$ cat src/hdl/wpc_pkg.sv
// wpc_pkg: shared types, fixed-point gains, limits and helpers for the waypoint controller
// used by wpc_cordic, wpc_div and waypoint_attitude_throttle_controller
`default_nettype none
package wpc_pkg;

    localparam int FRAC_BITS = 16;

    typedef enum logic [2:0] {
        S_IDLE,
        S_TRIG,
        S_MUL,
        S_ACC,
        S_FIN
    } state_t;

    typedef enum logic [4:0] {
        ST_SQX, ST_SQY, ST_SQZ,
        ST_H0, ST_H1, ST_K0, ST_K1,
        ST_BX0, ST_BX1, ST_T0, ST_T1, ST_BY0, ST_BY1,
        ST_DESV, ST_DR, ST_DESU, ST_DP, ST_DY,
        ST_IZ, ST_PZ, ST_IIZ, ST_DZ
    } step_t;

    typedef enum logic [1:0] {
        REG_GOAL_X       = 2'd0,
        REG_GOAL_Y       = 2'd1,
        REG_GOAL_Z       = 2'd2,
        REG_GOAL_HEADING = 2'd3
    } reg_idx_t;

    // gains, Q16.16
    localparam logic signed [20:0] K_XY  = 21'sd58982;
    localparam logic signed [20:0] K_V   = 21'sd5898;
    localparam logic signed [20:0] K_IZ  = 21'sd52;
    localparam logic signed [20:0] K_PZ  = 21'sd1966;
    localparam logic signed [20:0] K_DZ  = 21'sd2621;
    localparam logic signed [20:0] K_YAW = 21'sd393216;

    // limits
    localparam logic signed [59:0] HOVER    = 60'sd38666;
    localparam logic signed [59:0] TILT_MAX = 60'sd22282;
    localparam logic signed [59:0] YAW_MAX  = 60'sd288358;
    localparam logic signed [59:0] VEL_MAX  = 60'sd196608;
    localparam logic signed [59:0] ONE_Q    = 60'sd65536;
    localparam logic signed [59:0] INT_MAX  = 60'sd140737488355327;
    localparam logic signed [59:0] INT_MIN  = -60'sd140737488355328;
    localparam logic signed [59:0] W_MAX    = 60'sd2147483647;
    localparam logic signed [59:0] W_MIN    = -60'sd2147483648;
    localparam logic signed [57:0] GOAL_SQ  = 58'sd17179869184;
    localparam logic signed [31:0] GOAL_DIST = 32'sd131072;

    // cordic angles, Q30
    localparam logic signed [34:0] PI30     = 35'sd3373259426;
    localparam logic signed [34:0] HALFPI30 = 35'sd1686629713;
    localparam logic signed [34:0] TWOPI30  = 35'sd6746518852;
    localparam logic signed [33:0] GAIN30   = 34'sd652032874;

    function automatic logic [29:0] atan_q30(input logic [4:0] idx);
        logic [29:0] r;
        case (idx)
            5'd0:  r = 30'd843314857;
            5'd1:  r = 30'd497837829;
            5'd2:  r = 30'd263043836;
            5'd3:  r = 30'd133525158;
            5'd4:  r = 30'd67021686;
            5'd5:  r = 30'd33543515;
            5'd6:  r = 30'd16775850;
            5'd7:  r = 30'd8388437;
            5'd8:  r = 30'd4194282;
            5'd9:  r = 30'd2097149;
            5'd10: r = 30'd1048575;
            5'd11: r = 30'd524287;
            5'd12: r = 30'd262143;
            5'd13: r = 30'd131071;
            5'd14: r = 30'd65535;
            5'd15: r = 30'd32767;
            5'd16: r = 30'd16383;
            5'd17: r = 30'd8191;
            5'd18: r = 30'd4095;
            5'd19: r = 30'd2047;
            5'd20: r = 30'd1023;
            5'd21: r = 30'd511;
            5'd22: r = 30'd255;
            5'd23: r = 30'd127;
            5'd24: r = 30'd63;
            5'd25: r = 30'd31;
            5'd26: r = 30'd15;
            5'd27: r = 30'd8;
            5'd28: r = 30'd4;
            5'd29: r = 30'd2;
            default: r = 30'd0;
        endcase
        return r;
    endfunction

    function automatic logic signed [59:0] sat(input logic signed [59:0] x,
                                               input logic signed [59:0] lo,
                                               input logic signed [59:0] hi);
        logic signed [59:0] r;
        if (x < lo) begin
            r = lo;
        end else if (x > hi) begin
            r = hi;
        end else begin
            r = x;
        end
        return r;
    endfunction

endpackage
`default_nettype wire

$ cat src/hdl/wpc_div.sv
// wpc_div: restoring divider, one quotient bit per cycle, for the altitude error rate
// depends on wpc_pkg (word limits)
`default_nettype none
module wpc_div (
    input  logic               aclk,
    input  logic               aresetn,
    input  logic               start,
    input  logic signed [32:0] diff,
    input  logic [19:0]        divisor,
    output logic signed [31:0] quot,
    output logic               busy
);

    logic               busy_reg;
    logic [5:0]         cnt_reg;
    logic [48:0]        num_reg;
    logic [19:0]        rem_reg;
    logic [48:0]        q_reg;
    logic               neg_reg;
    logic [19:0]        dv_reg;
    logic signed [31:0] quot_reg;

    logic [32:0] mag;
    logic [20:0] trial;
    logic        take;
    logic [48:0] q_new;

    assign mag   = diff[32] ? 33'(-diff) : 33'(diff);
    assign trial = {rem_reg, num_reg[48]};
    assign take  = trial >= {1'b0, dv_reg};
    assign q_new = {q_reg[47:0], take};

    always_ff @(posedge aclk) begin
        if (!aresetn) begin
            busy_reg <= 1'b0;
            cnt_reg  <= '0;
        end else begin
            if (start) begin
                busy_reg <= (divisor != 20'd0);
                cnt_reg  <= '0;
            end else if (busy_reg) begin
                cnt_reg <= cnt_reg + 6'd1;
                if (cnt_reg == 6'd48) begin
                    busy_reg <= 1'b0;
                end
            end
        end
    end

    always_ff @(posedge aclk) begin
        if (start) begin
            num_reg  <= {mag, 16'd0};
            rem_reg  <= '0;
            q_reg    <= '0;
            neg_reg  <= diff[32];
            dv_reg   <= divisor;
            quot_reg <= '0;
        end else if (busy_reg) begin
            num_reg <= {num_reg[47:0], 1'b0};
            q_reg   <= q_new;
            rem_reg <= take ? 20'(trial - {1'b0, dv_reg}) : trial[19:0];
            if (cnt_reg == 6'd48) begin
                if (neg_reg) begin
                    quot_reg <= (q_new > 49'd2147483648) ? 32'(wpc_pkg::W_MIN)
                                                         : 32'(-q_new);
                end else begin
                    quot_reg <= (q_new > 49'd2147483647) ? 32'(wpc_pkg::W_MAX)
                                                         : 32'(q_new);
                end
            end
        end
    end

    assign quot = quot_reg;
    assign busy = busy_reg;

    div_rem_bound: assert property (@(posedge aclk) disable iff (!aresetn)
        busy_reg |-> rem_reg < dv_reg)
        else $error("divider remainder not below divisor");
    div_cnt_bound: assert property (@(posedge aclk) disable iff (!aresetn)
        busy_reg |-> cnt_reg <= 6'd48)
        else $error("divider step count out of range");
    div_zero_idle: assert property (@(posedge aclk) disable iff (!aresetn)
        start && divisor == 20'd0 |=> !busy_reg)
        else $error("divider ran on zero divisor");

endmodule
`default_nettype wire

$ cat config.mk
export PLATFORM = sky130hd
export DESIGN_NAME = wpc_div
export DESIGN_NICKNAME = d
export VERILOG_FILES = /design/src/hdl/wpc_pkg.sv /design/src/hdl/wpc_div.sv
export SDC_FILE = /design/constraint.sdc
export NUM_CORES = 1
export LEC_CHECK = 0
export ABC_AREA = 1
export BUFFER_PORTS_ARGS = -buffer_cell sky130_fd_sc_hd__buf_4
export CAP_MARGIN = 20
export CORE_UTILIZATION = 55
export CTS_BUF_LIST = sky130_fd_sc_hd__clkbuf_8
export DETAILED_ROUTE_END_ITERATION = 7
export PLACE_DENSITY = 0.84
export SLEW_MARGIN = 20
export SYNTH_ARGS = -nofsm -noshare
export SYNTH_HDL_FRONTEND = slang
export SYNTH_SLANG_ARGS = --single-unit
$ cat constraint.sdc
create_clock -name aclk -period 4 [get_ports aclk]
set_input_delay 0.4 -clock aclk [delete_from_list [all_inputs] [get_ports aclk]]
set_output_delay 0.4 -clock aclk [all_outputs]
set_load 0.1 [all_outputs]
---- After elaboration in Yosys (flattened, before gate mapping) ----
Cells that the tools add are included.
storage, ports and cells
  word-level logic and storage cells ...... 31
  memories kept ........................... 0
  memory bits (read-only) ................. 0
  input bits .............................. 56
  output and inout port bits .............. 33
  bits in writable memories ............... 0
  register bits ........................... 161
  bits in latches ......................... 0
operators by class
  reductions and logical operators ........ 4
  shifts and indexed selects .............. 0
  add/sub/neg operators ................... 4
  mux-type cells .......................... 10
  multiply operators ...................... 0
  eq/ne operators ......................... 1
  magnitude comparators ................... 3
  divide/modulo/power cells ............... 0
  bitwise operators ....................... 1
operator list
  cell                    count
  $mux W49                2
  $mux W32                3
  $gt A49 B31 Y1 const B  1
  $gt A49 B32 Y1 const B  1
  $mux W33                1
  $neg A33 Y33            1
  $neg A32 Y32            1
  $ge A21 B20 Y1          1
  $mux W20                1
  $reduce_bool A20 Y1     1
  $sub A20 B20 Y20        1
  $add A6 B1 Y6 const B   1
  $eq A6 B6 Y1 const B    1
  $mux W1                 3
  $reduce_and A2 Y1       1
  $reduce_bool A2 Y1      1
  $reduce_or A2 Y1        1
  $not A1 Y1              1

---- Logic depth before layout (Yosys ltp) ----
Gate-level depths: netlist (run 1).
  depth after elaboration ................. 4
  depth in mapped cells ................... 27
  depth with buffers taken out ............ 24

---- Worst setup path before layout (run 1) ----
Ideal clock, no wire load.
  kind .................................... register -> register
  start point ............................. register dv_reg[15]
  end point ............................... register quot_reg[30], in the netlist quot[30]
  period minus slack after synthesis ...... 3.072 ns
  path buffers ............................ 2
  arrival ................................. 2.963 ns
  cell stages (with the launch flop) ...... 26
  setup slack ............................. 0.928 ns
  data required time ...................... 3.891 ns
  library setup time ...................... 0.109 ns
  path through ............................ edfxtp_1 > inv_1 > ha_1 > nand2_1 > inv_1 > nand2_1 > nand2_1 > nand2_1 > nand2_1 > nor2_4 > nand2_4 > buf_6 > inv_6 > buf_4 > ha_1 > nand3_2 > nor2_1 > nand2_1 > nor2_2 > nand3_2 > nor3_4 > nand4_1 > nand3_1 > nand3_1 > nand2_1 > inv_1
between the ends
  word-level cells in the longest chain between the ends .. 4
  elaborated cells between the ends (all ways) .. 7
  classes of those cells .................. add/sub: 1; order compare: 3; mux: 3
ends and longest elaborated chain
  item                                    line                          source
  start: declaration                      wpc_div.sv:20                 logic [19:0] dv_reg;
  start signal: assignment                wpc_div.sv:56                 dv_reg <= divisor;
  $ge A21 B20 Y1 (*)                      wpc_div.sv:30                 assign take = trial >= {1'b0, dv_reg};
  $gt A49 B31 Y1 (tied with other cells)  wpc_div.sv:67                 quot_reg <= (q_new > 49'd2147483647) ? 32'(wpc_pkg::W_MAX)
  $mux W32, on equally long branches      wpc_div.sv:67, wpc_div.sv:64
  $mux W32 (*)                            wpc_div.sv:63                 if (neg_reg) begin
  end signal: assignment                  wpc_div.sv:64                 quot_reg <= (q_new > 49'd2147483648) ? 32'(wpc_pkg::W_MIN)
  end signal: assignment                  wpc_div.sv:67
  end: declaration                        wpc_div.sv:21                 logic signed [31:0] quot_reg;
Mark *: on every way between the ends. The rest lies on a longest branch, timed or not.
A chain may end at the register's enable or synchronous reset.

---- Worst setup path after layout (run 1) ----
  start point ............................. register dv_reg[15]
  end point ............................... register quot_reg[12], in the netlist quot[12]
Same word-level chain as after synthesis.

==> results of run 1 <==
==> cells by family after synthesis <==
family          Yosys count  synth area share (%)
compound gates          235                  14.7
buf+inv                 205                  9.04
simple gates            576                  27.9
xor+xnor                 40                  3.81
fa+ha+maj                26                  3.62
flops                   161                  40.9
==> synthesized netlist by cell type, types with 3 or more instances <==
master    count
o31ai_1       3
nand2_2       9
nor4_1       20
buf_2         4
nor2_2        6
inv_1       143
nor3_1       15
o21ai_0      92
edfxtp_1     54
xnor2_1      14
a21oi_1      43
nor3_2        3
nand3_1      71
inv_2        15
dfxtp_1     107
or2_2         4
a32o_1        3
ha_1         25
clkbuf_1     30
nand4_1      15
buf_6         5
o22ai_1      49
xor2_1       26
nand2_1     277
a31oi_1      21
o211ai_1      7
buf_4         4
or2_0         3
nand3b_1      3
nand3_2       6
o21ai_1       5
nor2_1      135
==> worst max path at each step <==
stage / startpoint / endpoint / slack [ns] / depth (start not counted)
3_3_place_gp: dv_reg[12] / quot[29] / 0.70 / 22
2_1_floorplan: dv_reg[15] / quot[30] / 0.93 / 25
5_1_grt: dv_reg[15] / quot[29] / 0.15 / 24
4_1_cts: dv_reg[15] / quot[3] / 0.52 / 22
6_report: dv_reg[15] / quot[12] / 0.46 / 22
3_5_place_dp: dv_reg[15] / quot[12] / 0.55 / 22
==> layout make-up <==
type | instances | area [um^2]
clock buffer | 18 | 248
inverter | 160 | 606
clock inverter | 14 | 124
multi-input combinational | 877 | 4610
fill | 1385 | 5750
sequential | 161 | 3760
tap | 216 | 270
timing repair buffer | 97 | 741
==> per-layer routing <==
metal	GRT usage (%)	vias to the layer above	part of all wire, %
met4	11.3	0	2.9
met5	0	-	0
met1	37.9	4062	44
li1	-	4297	-
met3	4.75	60	6.7
met2	45.9	343	46
==> where the power goes <==
part	internal [W]	switching (W)
logic	0.000120	0.000220
registers	0.00176	0.0000210
clock network	0.000464	0.000679
==> per-stage QoR <==
step / total power, W / hold slack [ns] / setup slack [ns] / util (%) / instances
final: 0.00326 / 0.106 / 0.462 / 64.3 / 1543
after detailed placement: 0.00215 / 0.455 / 0.551 / 62.0 / 1511
after floorplan: 0.00203 / 0.429 / 0.928 / - / 1243
after global routing: 0.00338 / 0.0833 / 0.151 / 64.3 / 1543
after global placement: 0.00214 / 0.441 / 0.696 / 62.0 / 1511
after CTS: 0.00327 / 0.0835 / 0.521 / 64.3 / 1543
==> critical path: stages, from the launching register on <==
cell      delay, ns
edfxtp_1       0.34
inv_1          0.04
ha_1           0.32
nand2_1        0.14
inv_1          0.08
nand2_1        0.10
nand2_1        0.06
nand2_1        0.07
nand2_1        0.08
nor2_4         0.18
nand2_4        0.09
inv_6          0.15
ha_1           0.25
nand3_2        0.12
nor2_1         0.17
nand2_1        0.10
nor2_1         0.13
nand2_1        0.06
nand2_1        0.10
nand2_2        0.14
inv_2          0.37
o211ai_1       0.15
a31oi_1        0.21
==> flow_metrics.tcl, run 1 <==
set metrics [dict create \
    fmax_mhz 283 \
    r2r_start "dv_reg[15]" \
    crit_required_ns 4.40 \
    yosysTopAreaCell "dfxtp_1" \
    rsz0062_at_grt "no" \
    syn_inst 1243 \
    final_layout_size_suffix_gt1_share_pct 13.9 \
    pwr_density_cell_nw_per_um2 315 \
    hold_depth 1 \
    leakagePower_nw 4.85 \
    crit_type "reg2reg" \
    synth-edff-count 54 \
    status "finished, final reports clean" \
    ctsResizeCount 0 \
    io_pins 89 \
    nets 1396 \
    async_reset_ff_share_pct 0 \
    worstMarginPinSlew_ns 1.06 \
    root_buffer "clkbuf_8" \
    synth_cell_type_count 52 \
    n_antenna_cell 0 \
    fin_tns_setup_ns 0 \
    min_to "dv_reg[11]" \
    dieArea_um2 17200 \
    critPathMaxFanout 23 \
    hpwl_um 17700 \
    cts_max_level 4 \
    period_needed_ns 3.54 \
    critical_path_arrival_ns 3.94 \
    wire_per_inst_um 15.8 \
    drv_cap 0 \
    synth_nets 1325 \
    via_per_inst 5.68 \
    cts_setup_buffers 0 \
    yosysWarnings 0 \
    antenna_found_initial 0 \
    synth_area_leaders "dfxtp_1, edfxtp_1, nand2_1, inv_1, nor2_1" \
    syn_area_per_cell_um2 7.40 \
    worstHoldPathType "in2reg" \
    grt.total_usage_pct 28.4 \
    port_buffers 88 \
    first_iter_violations 892 \
    ys_ff_latch 161 \
    initial_core_util_pct 57.1 \
    endpoint_kind "register" \
    synthToLayoutAreaGrowth_pct 12.7 \
    wl_um 24400 \
    mostFrequentLayoutCells "nand2_1, inv_1, nor2_1, dfxtp_1, buf_4" \
    yosys.area.top_type_share_pct 23.3 \
    r2r_setup_slack_ns 0.46 \
    reg2regPathDepth 22 \
    rows 46 \
    clock-skew-final_ns 0.0176 \
    r2r_end "quot[12]" \
    clock_path_buffers 2 \
    grt_overflow 0 \
    setup_viol 0 \
    final_common_cell "nand2_1" \
    clock_latency_ns 0.48 \
    ir_drop_mv 0.197 \
    synthFlopType "dfxtp_1" \
    grt_pass1_vias 8042 \
    place_area_um2 9990 \
    worstSetupStartpointType "register" \
    clock_sinks 161 \
    cts_tree "built" \
    clk_pin_slew_ns 0.10 \
    largest_reg_flops 48 \
    hold_viol 0 \
    vias 8762 \
    cts_buffers 17 \
    finalInstanceArea_um2 10400 \
    relSlewSlack_pct 29.4 \
    drc_errors 0 \
    grt_max_degree 72 \
    core_area_um2 16100 \
    min_period_over_period_pct 88.4 \
    hold_buffers 0 \
    min-delay-start "divisor[11]" \
    syn_area_um2 9200 \
    seq_area_frac_synth_pct 40.9 \
    ant_nets 0 \
    grt_pass1_wl_um 39400 \
    slew_violations 0 \
    die_w_um 131 \
    drt_pass1_iterations 5 \
    gp_congestion 0.986 \
    die_h_um 131 \
]
No activity file was read; power rests on OpenSTA's default activity.
==> run 2, diff against run 1 <==
--- a/config.mk
+++ b/config.mk
@@ -5,7 +5,6 @@
 export SDC_FILE = /design/constraint.sdc
 export NUM_CORES = 1
 export LEC_CHECK = 0
-export ABC_AREA = 1
 export BUFFER_PORTS_ARGS = -buffer_cell sky130_fd_sc_hd__buf_4
 export CAP_MARGIN = 20
 export CORE_UTILIZATION = 55
==> flow_metrics.tcl, run 2 <==
set metrics [dict create \
    status "finished, final reports clean" \
    async_reset_ff_share_pct 0 \
    pwr-share-clk_pct 30.6 \
    clock_path_buffers 2 \
    seq_area_frac_synth_pct 42.2 \
    yosys.area.top_type_share_pct 24.0 \
    nets 1155 \
    synth.most_common_cell "nor2_1" \
    synth_nets 1089 \
    grt_overflow 0 \
    place_area_um2 9730 \
    final_layout_size_suffix_gt1_share_pct 18.2 \
    r2r_start "dv_reg[9]" \
    setup_viol 0 \
    p_int_w 0.00259 \
    finalInstanceArea_um2 10300 \
    fmax_mhz 250 \
    wire_per_inst_um 16.3 \
    worstMarginPinSlew_ns 1.09 \
    yosysWarnings 0 \
    endpoint_kind "register" \
    min_to "dv_reg[6]" \
    die_h_um 129 \
    pwr_density_cell_nw_per_um2 361 \
    crit_required_ns 4.38 \
    synthToLayoutAreaGrowth_pct 15.8 \
    synth_cell_type_count 74 \
    clock_latency_ns 0.46 \
    rsz0062_at_grt "yes" \
    reg2regPathDepth 16 \
    grt_pass1_wl_um 33700 \
    power_frac_comb_pct 20.6 \
    r2r_setup_slack_ns 0.005 \
    layout.cells.non_filler 1302 \
    critical_path_arrival_ns 4.37 \
    hold_buffers 0 \
    r2r_end "quot[17]" \
    nFillCells 1258 \
    drt_pass1_iterations 5 \
    leakagePower_nw 4.05 \
    ant_nets 0 \
    clock-skew-final_ns 0.0150 \
    ys_ff_latch 161 \
    first_iter_violations 738 \
    clk_pin_slew_ns 0.09 \
    syn_area_per_cell_um2 8.85 \
    critPathMaxFanout 5 \
    hpwl_um 14100 \
    die_w_um 129 \
    p_switching_w 0.00113 \
    synth-edff-count 54 \
    cts_buffers 17 \
    core_area_um2 15800 \
    relSlewSlack_pct 27.1 \
    grt_max_degree 70 \
    drc_errors 0 \
    cts_max_level 4 \
    yosysTopAreaCell "dfxtp_1" \
    antenna_found_initial 0 \
    dp_cells 1264 \
    slew_violations 0 \
    n_antenna_cell 0 \
    syn_inst 1007 \
    wl_um 21300 \
    worstHoldPathType "in2reg" \
    mostFrequentLayoutCells "nor2_1, buf_4, dfxtp_1, nand2_1, a21oi_1" \
    p_seq_share_pct 48.8 \
    vias 7782 \
    hold_viol 0 \
    final_common_cell "nor2_1" \
    period_needed_ns 4.00 \
    grt.total_usage_pct 25.3 \
    power_w 0.00372 \
    synth_area_leaders "dfxtp_1, edfxtp_1, nor2_1, mux2i_1, a21oi_1" \
    worstSetupStartpointType "register" \
    synth_commonest_cells "nor2_1, dfxtp_1, nand2_1" \
    largest_reg_flops 48 \
    grt_pass1_vias 6952 \
    ir_drop_mv 0.239 \
    cts_tree "built" \
    synthFlopType "dfxtp_1" \
    swShare_pct 30.3 \
    rows 46 \
    fin_tns_setup_ns 0 \
    via_per_inst 5.98 \
    initial_core_util_pct 56.3 \
    dieArea_um2 16700 \
    min_period_over_period_pct 99.9 \
    hold_depth 1 \
    min-delay-start "divisor[6]" \
    clock_sinks 161 \
    io_pins 89 \
    dp_worst_setup_slack_ns -0.0572 \
    drv_cap 0 \
    syn_area_um2 8910 \
    gp_congestion 0.914 \
    setup_ws_ns 0.00450 \
    port_buffers 88 \
    root_buffer "clkbuf_8" \
    crit_type "reg2reg" \
]
run 2: metrics by stage:
stage                     hold slack (ns)  util, %
after floorplan                     0.458        -
after global placement              0.469     61.4
after detailed placement            0.473     61.4
after CTS                           0.106     63.8
after global routing               0.0953     65.2
final                               0.128     65.2
run 2: critical path, stage by stage, from the launching register on:
cell and delay, ns:
edfxtp_1 0.39, inv_2 0.08, ha_4 0.21, o21a_1 0.22
a2111oi_4 0.34, or3_4 0.19, o211ai_1 0.14, a21oi_2 0.20
ha_2 0.23, nand2b_4 0.08, nand3b_1 0.22, o41ai_4 0.45
nand2_2 0.15, or3_1 0.37, o311ai_1 0.26, o221ai_1 0.18
a211oi_2 0.20
run 2: final cells by class:
| cell class | instances | area [um^2] | share of cell area [%] |
|---|---|---|---|
| clock buffer | 17 | 234 | 2.27 |
| sequential | 161 | 3770 | 36.5 |
| tap | 216 | 270 | 2.62 |
| inverter | 35 | 131 | 1.27 |
| multi-input combinational | 746 | 4940 | 47.8 |
| timing repair buffer | 112 | 848 | 8.22 |
| clock inverter | 15 | 133 | 1.28 |
run 2: power groups by stage:
| stage | combinational (W) | sequential, W | clock [W] |
|---|---|---|---|
| after floorplan | 0.000514 | 0.00184 | 0 |
| after global placement | 0.000689 | 0.00185 | 0 |
| after detailed placement | 0.000703 | 0.00185 | 0 |
| after CTS | 0.000708 | 0.00181 | 0.00116 |
| after global routing | 0.000844 | 0.00183 | 0.00124 |
| final | 0.000768 | 0.00182 | 0.00114 |
run 2: how the worst max path moves through the flow:
stage | end | from | depth (start not counted) | slack [ns]
global placement | quot[9] | dv_reg[8] | 15 | 0.06
detailed placement | quot[9] | dv_reg[8] | 15 | -0.06
floorplan | quot[17] | dv_reg[8] | 17 | 0.04
CTS | quot[9] | dv_reg[8] | 15 | 0.02
global route | quot[17] | dv_reg[9] | 16 | -0.17
finish | quot[17] | dv_reg[9] | 16 | 0.005
run 2: repair_timing:
item | 4_1_cts | 5_1_grt
pin swaps | 0 | 22
gates resized for setup | 1 | 33
endpoints found under the setup margin | 2 | 30
setup buffers | 0 | 6
run 2: cells by family after synthesis:
family	after synthesis	synth area share, %
AO/OA/AOI/OAI	233	18.0
XOR/XNOR	47	4.62
adder cells (fa/ha/maj)	26	3.73
buffers and inverters	100	4.42
flip-flops	161	42.2
multiplexers	54	6.09
AND/OR/NAND/NOR	386	20.9
run 2: routing by layer:
metal | GRT usage [%] | share of wire, % | up-vias
li1 | - | - | 3789
met1 | 34.2 | 44 | 3654
met2 | 40.8 | 48 | 299
met3 | 4.62 | 6.0 | 40
met4 | 8.93 | 1.9 | 0
met5 | 0 | 0 | -
