<file path="src/hdl/wpc_pkg.sv">
// wpc_pkg: shared types, fixed-point gains, limits and helpers for the waypoint controller
// used by wpc_cordic, wpc_div and waypoint_attitude_throttle_controller
`default_nettype none
package wpc_pkg;

    localparam int FRAC_BITS = 16;

    typedef enum logic [2:0] {
        S_IDLE,
        S_TRIG,
        S_MUL,
        S_ACC,
        S_FIN
    } state_t;

    typedef enum logic [4:0] {
        ST_SQX, ST_SQY, ST_SQZ,
        ST_H0, ST_H1, ST_K0, ST_K1,
        ST_BX0, ST_BX1, ST_T0, ST_T1, ST_BY0, ST_BY1,
        ST_DESV, ST_DR, ST_DESU, ST_DP, ST_DY,
        ST_IZ, ST_PZ, ST_IIZ, ST_DZ
    } step_t;

    typedef enum logic [1:0] {
        REG_GOAL_X       = 2'd0,
        REG_GOAL_Y       = 2'd1,
        REG_GOAL_Z       = 2'd2,
        REG_GOAL_HEADING = 2'd3
    } reg_idx_t;

    // gains, Q16.16
    localparam logic signed [20:0] K_XY  = 21'sd58982;
    localparam logic signed [20:0] K_V   = 21'sd5898;
    localparam logic signed [20:0] K_IZ  = 21'sd52;
    localparam logic signed [20:0] K_PZ  = 21'sd1966;
    localparam logic signed [20:0] K_DZ  = 21'sd2621;
    localparam logic signed [20:0] K_YAW = 21'sd393216;

    // limits
    localparam logic signed [59:0] HOVER    = 60'sd38666;
    localparam logic signed [59:0] TILT_MAX = 60'sd22282;
    localparam logic signed [59:0] YAW_MAX  = 60'sd288358;
    localparam logic signed [59:0] VEL_MAX  = 60'sd196608;
    localparam logic signed [59:0] ONE_Q    = 60'sd65536;
    localparam logic signed [59:0] INT_MAX  = 60'sd140737488355327;
    localparam logic signed [59:0] INT_MIN  = -60'sd140737488355328;
    localparam logic signed [59:0] W_MAX    = 60'sd2147483647;
    localparam logic signed [59:0] W_MIN    = -60'sd2147483648;
    localparam logic signed [57:0] GOAL_SQ  = 58'sd17179869184;
    localparam logic signed [31:0] GOAL_DIST = 32'sd131072;

    // cordic angles, Q30
    localparam logic signed [34:0] PI30     = 35'sd3373259426;
    localparam logic signed [34:0] HALFPI30 = 35'sd1686629713;
    localparam logic signed [34:0] TWOPI30  = 35'sd6746518852;
    localparam logic signed [33:0] GAIN30   = 34'sd652032874;

    function automatic logic [29:0] atan_q30(input logic [4:0] idx);
        logic [29:0] r;
        case (idx)
            5'd0:  r = 30'd843314857;
            5'd1:  r = 30'd497837829;
            5'd2:  r = 30'd263043836;
            5'd3:  r = 30'd133525158;
            5'd4:  r = 30'd67021686;
            5'd5:  r = 30'd33543515;
            5'd6:  r = 30'd16775850;
            5'd7:  r = 30'd8388437;
            5'd8:  r = 30'd4194282;
            5'd9:  r = 30'd2097149;
            5'd10: r = 30'd1048575;
            5'd11: r = 30'd524287;
            5'd12: r = 30'd262143;
            5'd13: r = 30'd131071;
            5'd14: r = 30'd65535;
            5'd15: r = 30'd32767;
            5'd16: r = 30'd16383;
            5'd17: r = 30'd8191;
            5'd18: r = 30'd4095;
            5'd19: r = 30'd2047;
            5'd20: r = 30'd1023;
            5'd21: r = 30'd511;
            5'd22: r = 30'd255;
            5'd23: r = 30'd127;
            5'd24: r = 30'd63;
            5'd25: r = 30'd31;
            5'd26: r = 30'd15;
            5'd27: r = 30'd8;
            5'd28: r = 30'd4;
            5'd29: r = 30'd2;
            default: r = 30'd0;
        endcase
        return r;
    endfunction

    function automatic logic signed [59:0] sat(input logic signed [59:0] x,
                                               input logic signed [59:0] lo,
                                               input logic signed [59:0] hi);
        logic signed [59:0] r;
        if (x < lo) begin
            r = lo;
        end else if (x > hi) begin
            r = hi;
        end else begin
            r = x;
        end
        return r;
    endfunction

endpackage
`default_nettype wire

</file>
<file path="src/hdl/wpc_cordic.sv">
// wpc_cordic: iterative sine/cosine, one rotation step per cycle, Q30 inside, Q2.16 out
// depends on wpc_pkg (angle constants, arctangent table)
`default_nettype none
module wpc_cordic (
    input  logic               aclk,
    input  logic               aresetn,
    input  logic               start,
    input  logic signed [18:0] angle,
    output logic               done,
    output logic signed [17:0] sin_q,
    output logic signed [17:0] cos_q
);

    logic               busy_reg;
    logic               done_reg;
    logic [4:0]         it_reg;
    logic               neg_reg;
    logic signed [33:0] x_reg;
    logic signed [33:0] y_reg;
    logic signed [34:0] z_reg;
    logic signed [17:0] sin_reg;
    logic signed [17:0] cos_reg;

    logic signed [34:0] z_a;
    logic signed [34:0] z_b;
    logic               neg_b;
    logic signed [33:0] x_sh;
    logic signed [33:0] y_sh;
    logic signed [34:0] at;
    logic signed [33:0] x_rnd;
    logic signed [33:0] y_rnd;

    // fold into -pi/2..pi/2
    always_comb begin
        z_a = 35'(angle) <<< 14;
        if (z_a > wpc_pkg::PI30) begin
            z_a = z_a - wpc_pkg::TWOPI30;
        end else if (z_a < -wpc_pkg::PI30) begin
            z_a = z_a + wpc_pkg::TWOPI30;
        end
        neg_b = 1'b0;
        z_b   = z_a;
        if (z_a > wpc_pkg::HALFPI30) begin
            z_b   = z_a - wpc_pkg::PI30;
            neg_b = 1'b1;
        end else if (z_a < -wpc_pkg::HALFPI30) begin
            z_b   = z_a + wpc_pkg::PI30;
            neg_b = 1'b1;
        end
    end

    assign x_sh  = x_reg >>> it_reg;
    assign y_sh  = y_reg >>> it_reg;
    assign at    = $signed({5'd0, wpc_pkg::atan_q30(it_reg)});
    assign x_rnd = (x_reg + 34'sd8192) >>> 14;
    assign y_rnd = (y_reg + 34'sd8192) >>> 14;

    always_ff @(posedge aclk) begin
        if (!aresetn) begin
            busy_reg <= 1'b0;
            done_reg <= 1'b0;
            it_reg   <= '0;
        end else begin
            done_reg <= 1'b0;
            if (start) begin
                busy_reg <= 1'b1;
                it_reg   <= '0;
            end else if (busy_reg) begin
                if (it_reg == 5'd30) begin
                    busy_reg <= 1'b0;
                    done_reg <= 1'b1;
                end else begin
                    it_reg <= it_reg + 5'd1;
                end
            end
        end
    end

    always_ff @(posedge aclk) begin
        if (start) begin
            x_reg   <= wpc_pkg::GAIN30;
            y_reg   <= '0;
            z_reg   <= z_b;
            neg_reg <= neg_b;
        end else if (busy_reg) begin
            if (it_reg == 5'd30) begin
                cos_reg <= neg_reg ? 18'(-x_rnd) : 18'(x_rnd);
                sin_reg <= neg_reg ? 18'(-y_rnd) : 18'(y_rnd);
            end else if (!z_reg[34]) begin
                x_reg <= x_reg - y_sh;
                y_reg <= y_reg + x_sh;
                z_reg <= z_reg - at;
            end else begin
                x_reg <= x_reg + y_sh;
                y_reg <= y_reg - x_sh;
                z_reg <= z_reg + at;
            end
        end
    end

    assign done  = done_reg;
    assign sin_q = sin_reg;
    assign cos_q = cos_reg;

    cordic_iter_bound: assert property (@(posedge aclk) disable iff (!aresetn)
        busy_reg |-> it_reg <= 5'd30)
        else $error("cordic step count out of range");
    cordic_done_once: assert property (@(posedge aclk) disable iff (!aresetn)
        done_reg |=> !done_reg)
        else $error("cordic done held");
    cordic_done_after_busy: assert property (@(posedge aclk) disable iff (!aresetn)
        done_reg |-> $past(busy_reg))
        else $error("cordic done without run");

endmodule
`default_nettype wire

</file>
<file path="config.mk">
export PLATFORM = sky130hd
export DESIGN_NAME = wpc_cordic
export DESIGN_NICKNAME = d
export VERILOG_FILES = /design/src/hdl/wpc_pkg.sv /design/src/hdl/wpc_cordic.sv
export SDC_FILE = /design/constraint.sdc
export NUM_CORES = 1
export LEC_CHECK = 0
export ABC_CLOCK_PERIOD_IN_PS = 7700
export BUFFER_PORTS_ARGS = -buffer_cell sky130_fd_sc_hd__buf_4
export CORE_UTILIZATION = 55
export DETAILED_ROUTE_END_ITERATION = 8
export PLACE_DENSITY_LB_ADDON = 0.12
export SYNTH_ARGS = -nofsm -noshare
export SYNTH_HDL_FRONTEND = slang
export SYNTH_SLANG_ARGS = --single-unit
</file>
<file path="constraint.sdc">
create_clock -name aclk -period 7.7 [get_ports aclk]
set_clock_uncertainty 0.05 [all_clocks]
set_input_delay 1.54 -clock aclk [delete_from_list [all_inputs] [get_ports aclk]]
set_output_delay 1.54 -clock aclk [all_outputs]
set_load 0.05 [all_outputs]
</file>
# Yosys cells after proc, flatten, opt, wreduce, memory -nomap -nowiden
# Memories as Yosys holds them, arrays and structs flattened. A register that Yosys moved wholly into a read port is not among the register bits.
# Cells that the tools add are included.
# word_totals
regBits	147
mem_bits_ro	960
word_cells	62
memories	1
# memory_table
memory	depth	width	rd	rd_ports_with_merged_regs	wr	line_no	rtl
(no name shown)	32	30	1	1	0	wpc_pkg.sv:60	case (idx)
# classes
add_sub_neg	15
n_lt_le_gt_ge	4
eq_ne	2
shifts	2
muxes	19
bitwise	4
reduce_logical	6
# op_table
op	n
35-bit two-way mux	8
34-bit adder	2
34-bit two-way mux	2
34-bit by 5-bit >>> shifter with 34-bit output	2
34-bit subtractor	2
32-bit by 15-bit adder with 32-bit output (second input constant)	2
18-bit two-way mux	2
18-bit negation	2
33-bit by 34-bit adder with 35-bit output (second input constant)	1
35-bit by 31-bit adder with 35-bit output	1
35-bit by 33-bit adder with 35-bit output (second input constant)	1
35-bit by 32-bit greater-than comparator with 1-bit output (second input constant)	1
35-bit by 32-bit less-than comparator with 1-bit output (second input constant)	1
33-bit by 34-bit subtractor with 35-bit output (second input constant)	1
35-bit by 31-bit subtractor with 35-bit output	1
35-bit by 33-bit subtractor with 35-bit output (second input constant)	1
33-bit greater-than comparator (second input constant)	1
33-bit less-than comparator (second input constant)	1
5-bit two-way mux	2
5-bit by 1-bit adder with 5-bit output (second input constant)	1
5-bit equality test (second input constant)	1
1-bit two-way mux	5
1-bit NOT	4
2-bit AND reduction	2
other kinds (5)	5

# Logic depth before layout (Yosys ltp)
# Gate-level depths: netlist of the first run.
# logic_depth
ltp_word	7
depth_mapped	28

# Worst setup path before layout of the first run
# No wires, ideal clock.
# synth_timing
path_kind	input port to flip-flop
start	input port angle[1]
end	register z_reg[30], data pin
t_arrival_ns	5.825
path_slack_ns	1.555
path_stages	22
path_buffers	2
cell_sequence	clkbuf_1 > inv_1 > ha_1 > nor4b_1 > nand2_1 > a31o_2 > a31oi_1 > nor3_1 > o31a_1 > ha_1 > clkbuf_1 > clkinv_1 > a31oi_1 > a21oi_1 > o21ai_0 > nor3_1 > or4_1 > a221o_1 > or2_1 > a21oi_2 > xnor2_1 > mux2i_1
# synth_between
elab_chain_len	7
word_cells_on_any_way	13
classes_between	add/sub (4); order compare (4); mux (5)
# synth_rtl
item	line_no	rtl
from (decl)	wpc_cordic.sv:8	input logic signed [18:0] angle,
33-bit by 34-bit adder with 35-bit output or 33-bit less-than comparator (tied branches)	wpc_cordic.sv:39, wpc_cordic.sv:38	
35-bit two-way mux	wpc_cordic.sv:38	end else if (z_a < -wpc_pkg::PI30) begin
35-bit two-way mux (*)	wpc_cordic.sv:36	if (z_a > wpc_pkg::PI30) begin
35-bit by 33-bit adder with 35-bit output or 35-bit by 32-bit less-than comparator with 1-bit output (tied branches)	wpc_cordic.sv:47, wpc_cordic.sv:46	
35-bit two-way mux	wpc_cordic.sv:46	end else if (z_a < -wpc_pkg::HALFPI30) begin
35-bit two-way mux (*)	wpc_cordic.sv:43	if (z_a > wpc_pkg::HALFPI30) begin
35-bit two-way mux (*)	wpc_cordic.sv:80	if (start) begin
to (signal assigned)	wpc_cordic.sv:83	z_reg <= z_b;
to (signal assigned)	wpc_cordic.sv:92	z_reg <= z_reg - at;
to (signal assigned)	wpc_cordic.sv:96	z_reg <= z_reg + at;
to (decl)	wpc_cordic.sv:20	logic signed [34:0] z_reg;
# Mark *: on every way between the ends. The rest lies on a longest branch, timed or not.
# A chain may end at the register's enable or synchronous reset.

# Worst setup path after layout of the first run
# layout_timing
start	register it_reg[1]
end	register y_reg[33]
# layout_between
elab_chain_len	3
word_cells_on_any_way	7
classes_between	add/sub (2); eq/ne (1); shift (1); mux (1); bitwise (1); reduce/logical (1)
# layout_rtl
item	line_no	rtl
from (decl)	wpc_cordic.sv:16	logic [4:0] it_reg;
from (signal assigned)	wpc_cordic.sv:73	it_reg <= it_reg + 5'd1;
34-bit by 5-bit >>> shifter with 34-bit output or 5-bit equality test (tied branches)	wpc_cordic.sv:52, wpc_cordic.sv:86	
34-bit adder, or another cell as far along	wpc_cordic.sv:91	y_reg <= y_reg + x_sh;
34-bit two-way mux or 2-bit AND reduction (tied branches)	n/a	
to (signal assigned)	wpc_cordic.sv:91	
to (signal assigned)	wpc_cordic.sv:95	y_reg <= y_reg - x_sh;
to (decl)	wpc_cordic.sv:19	logic signed [33:0] y_reg;
# Several ways; a longest one is shown, not always the timed one.

==> results.tsv, run 1 <==
metric	value	unit
status	completed	
gpl congestion	1.07	
Post-synth top cells	nand2_1 (281), a21oi_1 (247), nor2_1 (226)	
R2R Setup Slk	480	ps
WL/cell	23.0	um
Register Area	4280	sq um
I/O pin count	59	
post-route ant nets	0	
Synth area leader	edfxtp_1	
Initial Util	55.7	%
H-tree depth	4	
RR Startpoint	it_reg[1]$_SDFFE_PP0P_	
core area	39700	sq um
Post-Synth Simple-Gate Area	20.2	%
Synth Area in Adders	7.45	%
Max-slew headroom	23.1	%
Worst Path Buf+Inv	2	
total gr overflow	0	
hold_ws	461	ps
RSZ-0062 raised after global routing	no	
setup_tns	0	ps
Worst Setup Start Kind	flop	
Final setup viols	0	
CP endpoint kind	flop	
combinational family with the most area after synthesis	compound AO/OA/AOI/OAI gates	
Post-CTS Setup Bufs	0	
share of layout cells above drive strength 1	12.4	%
Max-Cap Viols	0	
TritonCTS clock tree	done	
Mapped Nets	2910	
GRT busiest layer	met2	
min-delay src	x_reg[2]$_SDFFE_PP0P_	
pin count of the biggest net entering global routing	71	
Final Instance Area	23500	sq um
Seq/Total Area, Yosys	19.3	%
max reg flops	35	
first-pass GRT wire length	118000	um
Hold Violations, Final	0	
drt initial violations	2321	
synthesized area per cell	8.03	sq um
final max-slew violation count	0	
Worst Hold Path EP	x_reg[2]$_SDFFE_PP0P_	
most frequent cell after synthesis	nand2_1	
compound-cell area share of the yosys netlist	24.3	%
Die H	203	um
sequence of cells on the critical path	buf_4 > mux4_2 > mux2i_1 > o22ai_1 > nor3_1 > ha_1 > inv_1 > nor3_1 > a21oi_1 > xor2_1 > ha_1 > a21o_1 > a21oi_1 > nor3b_1 > a21oi_1 > o31ai_1 > o211a_1 > o21ai_0 > a311o_1 > a211o_1 > nand2_1 > mux2_1	
Hold Crit Class	flop to flop	
met3 usage	7.03	%
mux cell area share after synthesis	12.9	%
CTS max path bufs	2	
# rows	73	
XOR/XNOR Fraction of Synth Area	10.9	%
WS Path Type	flop to flop	
Finished Layout Cells	3248	
PostCTS Resize Cnt	0	
Sink Count	177	
final WL	74700	um
CTS Buf Count	17	
clk_lat worst skew	490	ps
initial antenna violation count	1	
DP Wirelength	55000	um
Critical Path RT	8020	ps
ant diodes	0	
Synth top area share	9.77	%
DRC Markers	0	
EDFF count, synth	72	
Multi-input gate area	16800	sq um
Clock Pin Slew Worst Setup and Hold Paths	90	ps
Critical Path Max Stage Delay	890	ps
fillers	3645	
VDD IR max	0.000274	V
Final Cycle Share	93.8	%
fin nets	2862	
cell mode on critical path	a21oi_1	
Syn. warnings	0	
cts hold-fix bufs	0	
flops & latches, synth	177	
Pleak	9.18	nW
FFs w/ async S/R, synth	0	%
Max Fanout on Critical Path	59	
highest-delay cell along the critical path	dfxtp_4	
PD cells	417	nW/um^2
post-route minimum period	7220	ps
CTS Root Buffer Type	clkbuf_16	
Tot GR Track Use	36.4	%
Synth Flop Type	dfxtp_1	
die width	203	um
R2R depth	22	
vias	21700	
GR Layer Usage met1	42.7	%
Min-Delay Path Depth	2	
met2 Usage GRT	61.0	%
Mapped Cells	2758	
CP arrival	7540	ps
largest cells by area after synthesis	edfxtp_1 (9.8%), dfxtp_1 (9.5%), ha_1 (7.2%), mux4_2 (6.9%), xnor2_1 (5.9%)	
die area	41100	sq um
Pre-antenna DRT Iters	8	
DR vias/cell	6.69	
Worst path depth	22	
Port Buffers	58	
vias in the first global route	21200	
post-synth cell types	111	
area delta synth->final	6.10	%
placed insts	3216	
Placed Area	22900	sq um
f_max	0.139	GHz
worst slew pin tran	1150	ps
Post-Syn Area	22100	sq um
Crit path max-delay family	compound AO/OA/AOI/OAI gates	
Worst R2R End	y_reg[33]$_SDFFE_PP0P_	
[how the worst max path moves through the flow]
stage | to | slack, ps | start
2_1_floorplan | z_reg[30]$_DFFE_PP_ | 1550 | angle[1]
6_report | y_reg[33]$_SDFFE_PP0P_ | 480 | it_reg[1]$_SDFFE_PP0P_
5_1_grt | x_reg[33]$_SDFFE_PP0P_ | 20 | it_reg[1]$_SDFFE_PP0P_
4_1_cts | x_reg[33]$_SDFFE_PP0P_ | 520 | it_reg[1]$_SDFFE_PP0P_
3_5_place_dp | x_reg[33]$_SDFFE_PP0P_ | 550 | it_reg[1]$_SDFFE_PP0P_
3_3_place_gp | x_reg[33]$_SDFFE_PP0P_ | 720 | it_reg[1]$_SDFFE_PP0P_
[logic make-up after synthesis]
| group | after synthesis |
|---|---|
| and+or+nand+nor | 913 |
| AOI/OAI and AO/OA | 824 |
| adders and majority gates | 130 |
| DFF | 177 |
| muxes | 193 |
| buffers and inverters | 246 |
| xor gates and xnor gates | 275 |
[layout by cell type (no fill, tap or decap), types with 31 or more instances in the layout]
cell      netlist  routed
mux2i_1        73      73
mux4_2         68      68
xor2_1        126     126
a31oi_1        39      39
a21o_1         54      54
mux2_2         42      42
nand2b_1       37      37
o21ai_0       146     146
and2_1         37      36
inv_1          54      54
nor3_1         53      53
nor2_1        226     226
nand3_1        73      73
a21oi_1       247     247
dfxtp_1       105     100
nor2b_1        35      35
o211ai_1       31      31
and3_1         32      32
nand2_1       281     280
o22ai_1        34      34
xnor2_1       149     149
edfxtp_1       72      72
ha_1          127     127
buf_4          10     115
a211oi_1       36      36
[worst register-to-register path, stage by stage (launching register included)]
cell     delay [ps]
dfxtp_4         890
buf_4           370
mux4_2          560
mux2i_1         290
o22ai_1         150
nor3_1          580
ha_1            320
inv_1            80
nor3_1          440
a21oi_1         140
xor2_1          180
ha_1            380
a21o_1          200
a21oi_1         190
nor3b_1         210
a21oi_1         120
o31ai_1         330
o211a_1         310
o21ai_0         240
a311o_1         390
a211o_1         270
nand2_1          80
mux2_1          330
[power breakdown]
group	internal [mW]	leakage (nW)	total, mW	switching, mW
Clock	0.439	0.293	0.913	0.474
Sequential	1.31	1.55	1.79	0.474
Combinational	3.05	7.33	7.09	4.04
[area by class of cell]
type,count,share of cell area (%)
clock buffers,17,1.81
clock inverters,15,0.751
repair buffers,118,3.93
flip-flops and latches,177,18.2
multi-input cells,2335,71.5
inverters,61,0.975
well taps,525,2.80
[per-stage QoR]
stage	utilization, %	setup slack (ps)	power (mW)
3_3_place_gp	57.6	717	8.52
6_report	59.1	481	9.79
4_1_cts	59.1	517	9.65
2_1_floorplan	-	1550	7.08
5_1_grt	59.1	24.7	10.6
3_5_place_dp	57.6	551	8.69
[layer usage]
metal,vias to the layer above,wire length [um]
li1,10100,-
met1,10300,28900
met2,997,35400
met3,268,5560
met4,2,4860
met5,-,16
Power figures use the tool's default switching activity.
==> run 2: changes to the inputs <==
Settings changed: CELL_PAD_IN_SITES_DETAIL_PLACEMENT set to 1, CELL_PAD_IN_SITES_GLOBAL_PLACEMENT set to 1, CORE_UTILIZATION 55 to 50.
==> run 2 against run 1 <==
  * Via count grew 2.1%
  * First-iteration DRC count shrank 23%
  * Total power grew 2.9%
  * Non-clock buffer count grew 3
  * Utilization shrank 4.6 points
  * Final area grew 0.58%
  * Critical path depth is the same
  * Routed wire length grew 11%
  * Worst setup slack lost 220 ps
  * Register-to-register slack lost 220 ps
  * Clock power grew 3.1%
  * Highest routed layer is now met4
==> results.tsv, run 2 (synthesis results as in run 1) <==
metric	value	unit	change
status	completed		
most common cell after layout, fill and taps aside	nand2_1		
Port Buffers	58		unchanged
TritonCTS clock tree	done		
routed length on met3	4380	um	-21%
core area	43400	sq um	+9.1%
Finished Layout Cells	3311		+1.9%
setup_tns	0	ps	unchanged
initial antenna violation count	0		-1
placed insts	3278		+1.9%
H-tree depth	4		unchanged
first-pass GRT wire length	129000	um	+9.4%
f_max	0.134	GHz	-3.0%
top sig layer	met4		
CP arrival	7800	ps	+260 ps
die width	212	um	+4.8%
Sink Count	177		unchanged
Pre-antenna DRT Iters	5		-3
CTS Root Buffer Type	clkbuf_16		
gpl congestion	1.02		-4.5%
VDD IR max	0.000251	V	-8.1%
Final setup viols	0		unchanged
final WL	83300	um	+11%
max reg flops	35		unchanged
die area	45100	sq um	+9.9%
WL/cell	25.1	um	+9.4%
dpl ws	345	ps	-206 ps
ant diodes	0		unchanged
RR Startpoint	it_reg[3]$_SDFFE_PP0P_		
Worst Hold Path EP	y_reg[0]$_SDFFE_PP0P_		
post-route ant nets	0		unchanged
Die H	212	um	+4.8%
Critical Path RT	8060	ps	+40 ps
hold_ws	466	ps	+5.39 ps
WS Path Type	flop to flop		
Clock Pin Slew Worst Setup and Hold Paths	90	ps	about the same
R2R Setup Slk	260	ps	-220 ps
Min-Delay Path Depth	2		unchanged
DRC Markers	0		unchanged
Worst Slack Setup Final	259	ps	-222 ps
CTS max path bufs	2		unchanged
vias	22200		+2.1%
sum of routed wire segments on met1	33000	um	+14%
total gr overflow	0		unchanged
Max Fanout on Critical Path	27		-54%
fillers	5293		+45%
DP Wirelength	63100	um	+15%
Pleak	9.21	nW	+0.30%
share of layout cells above drive strength 1	12.4	%	+0.060 points
Tot GR Track Use	37.0	%	+0.57 points
Final Cycle Share	96.6	%	+2.9 points
post-route minimum period	7440	ps	+222 ps
Initial Util	51.1	%	-4.7 points
vias in the first global route	22500		+6.1%
Power Total	10.1	mW	+2.9%
Hold Crit Class	flop to flop		
Worst Setup Start Kind	flop		
# rows	76		+4.1%
Max-Cap Viols	0		unchanged
RSZ-0062 raised after global routing	no		
R2R depth	22		unchanged
commonest cells after routing, fill and taps aside	nand2_1 (280), a21oi_1 (247), nor2_1 (226), xnor2_1 (149), o21ai_0 (146)		
area delta synth->final	6.71	%	
min-delay src	y_reg[0]$_SDFFE_PP0P_		
worst slew pin tran	1000	ps	-145 ps
Final Instance Area	23600	sq um	+0.58%
utilization after layout	54.5	%	-4.6 points
I/O pin count	59		unchanged
Worst R2R End	x_reg[33]$_SDFFE_PP0P_		
Hold Violations, Final	0		unchanged
CP endpoint kind	flop		
cts hold-fix bufs	0		unchanged
PD cells	426	nW/um^2	+2.3%
Placed Area	23000	sq um	+0.45%
DR vias/cell	6.69		+0.13%
routed wl met2	41500	um	+18%
clk_lat worst skew	520	ps	+30 ps
fin nets	2865		+0.10%
pin count of the biggest net entering global routing	87		+23%
final max-slew violation count	0		unchanged
drt initial violations	1783		-23%
CTS Buf Count	17		unchanged
Max-slew headroom	31.3	%	+8.1 points
## run 2: where the power goes
group | switching [mW] | internal (mW) | total [mW]
Sequential | 0.493 | 1.31 | 1.80
Combinational | 4.25 | 3.07 | 7.32
Clock | 0.484 | 0.457 | 0.941
## run 2: repair_timing
item	CTS	global route
gates resized for setup	0	1
setup endpoints to repair	0	1
setup buffers	0	1
## run 2: layout make-up
class / count / area, sq um / share of cell area [%]
Multi-Input combinational cell: 2335 / 16800 / 71.1
Sequential cell: 177 / 4280 / 18.1
Timing Repair Buffer: 121 / 971 / 4.11
Tap cell: 585 / 732 / 3.10
Clock buffer: 19 / 454 / 1.92
Inverter: 61 / 229 / 0.969
Clock inverter: 13 / 159 / 0.673
## run 2: how the worst max path moves through the flow
stage / cells past startpoint / start / end / slack [ps]
global placement: 22 / it_reg[1]$_SDFFE_PP0P_ / x_reg[33]$_SDFFE_PP0P_ / 550
detailed placement: 22 / it_reg[1]$_SDFFE_PP0P_ / x_reg[33]$_SDFFE_PP0P_ / 340
CTS: 22 / it_reg[1]$_SDFFE_PP0P_ / x_reg[33]$_SDFFE_PP0P_ / 260
global route: 22 / it_reg[3]$_SDFFE_PP0P_ / x_reg[33]$_SDFFE_PP0P_ / 70
floorplan: 22 / angle[1] / z_reg[30]$_DFFE_PP_ / 1550
finish: 22 / it_reg[3]$_SDFFE_PP0P_ / x_reg[33]$_SDFFE_PP0P_ / 260
## run 2: critical path, stage by stage, from the launching register on
cell and delay [ps]:
dfxtp_2 750, buf_12 290, mux2_2 390, o22ai_1 470
nor2_1 180, o211ai_1 370, nand4_1 250, or3_1 570
nor2_1 290, a21oi_1 130, xor2_1 190, ha_1 350
and2_1 220, and3_1 190, o221a_2 130, o21ai_0 360
a31oi_1 290, a221o_1 410, o41a_1 370, a211o_1 330
a211o_1 330, nand2_1 110, mux2_1 320
## run 2: layer usage
metal,vias up,track usage [%]
li1,10200,-
met1,11000,43.1
met2,788,65.5
met3,223,4.96
met4,0,19.5
met5,-,0
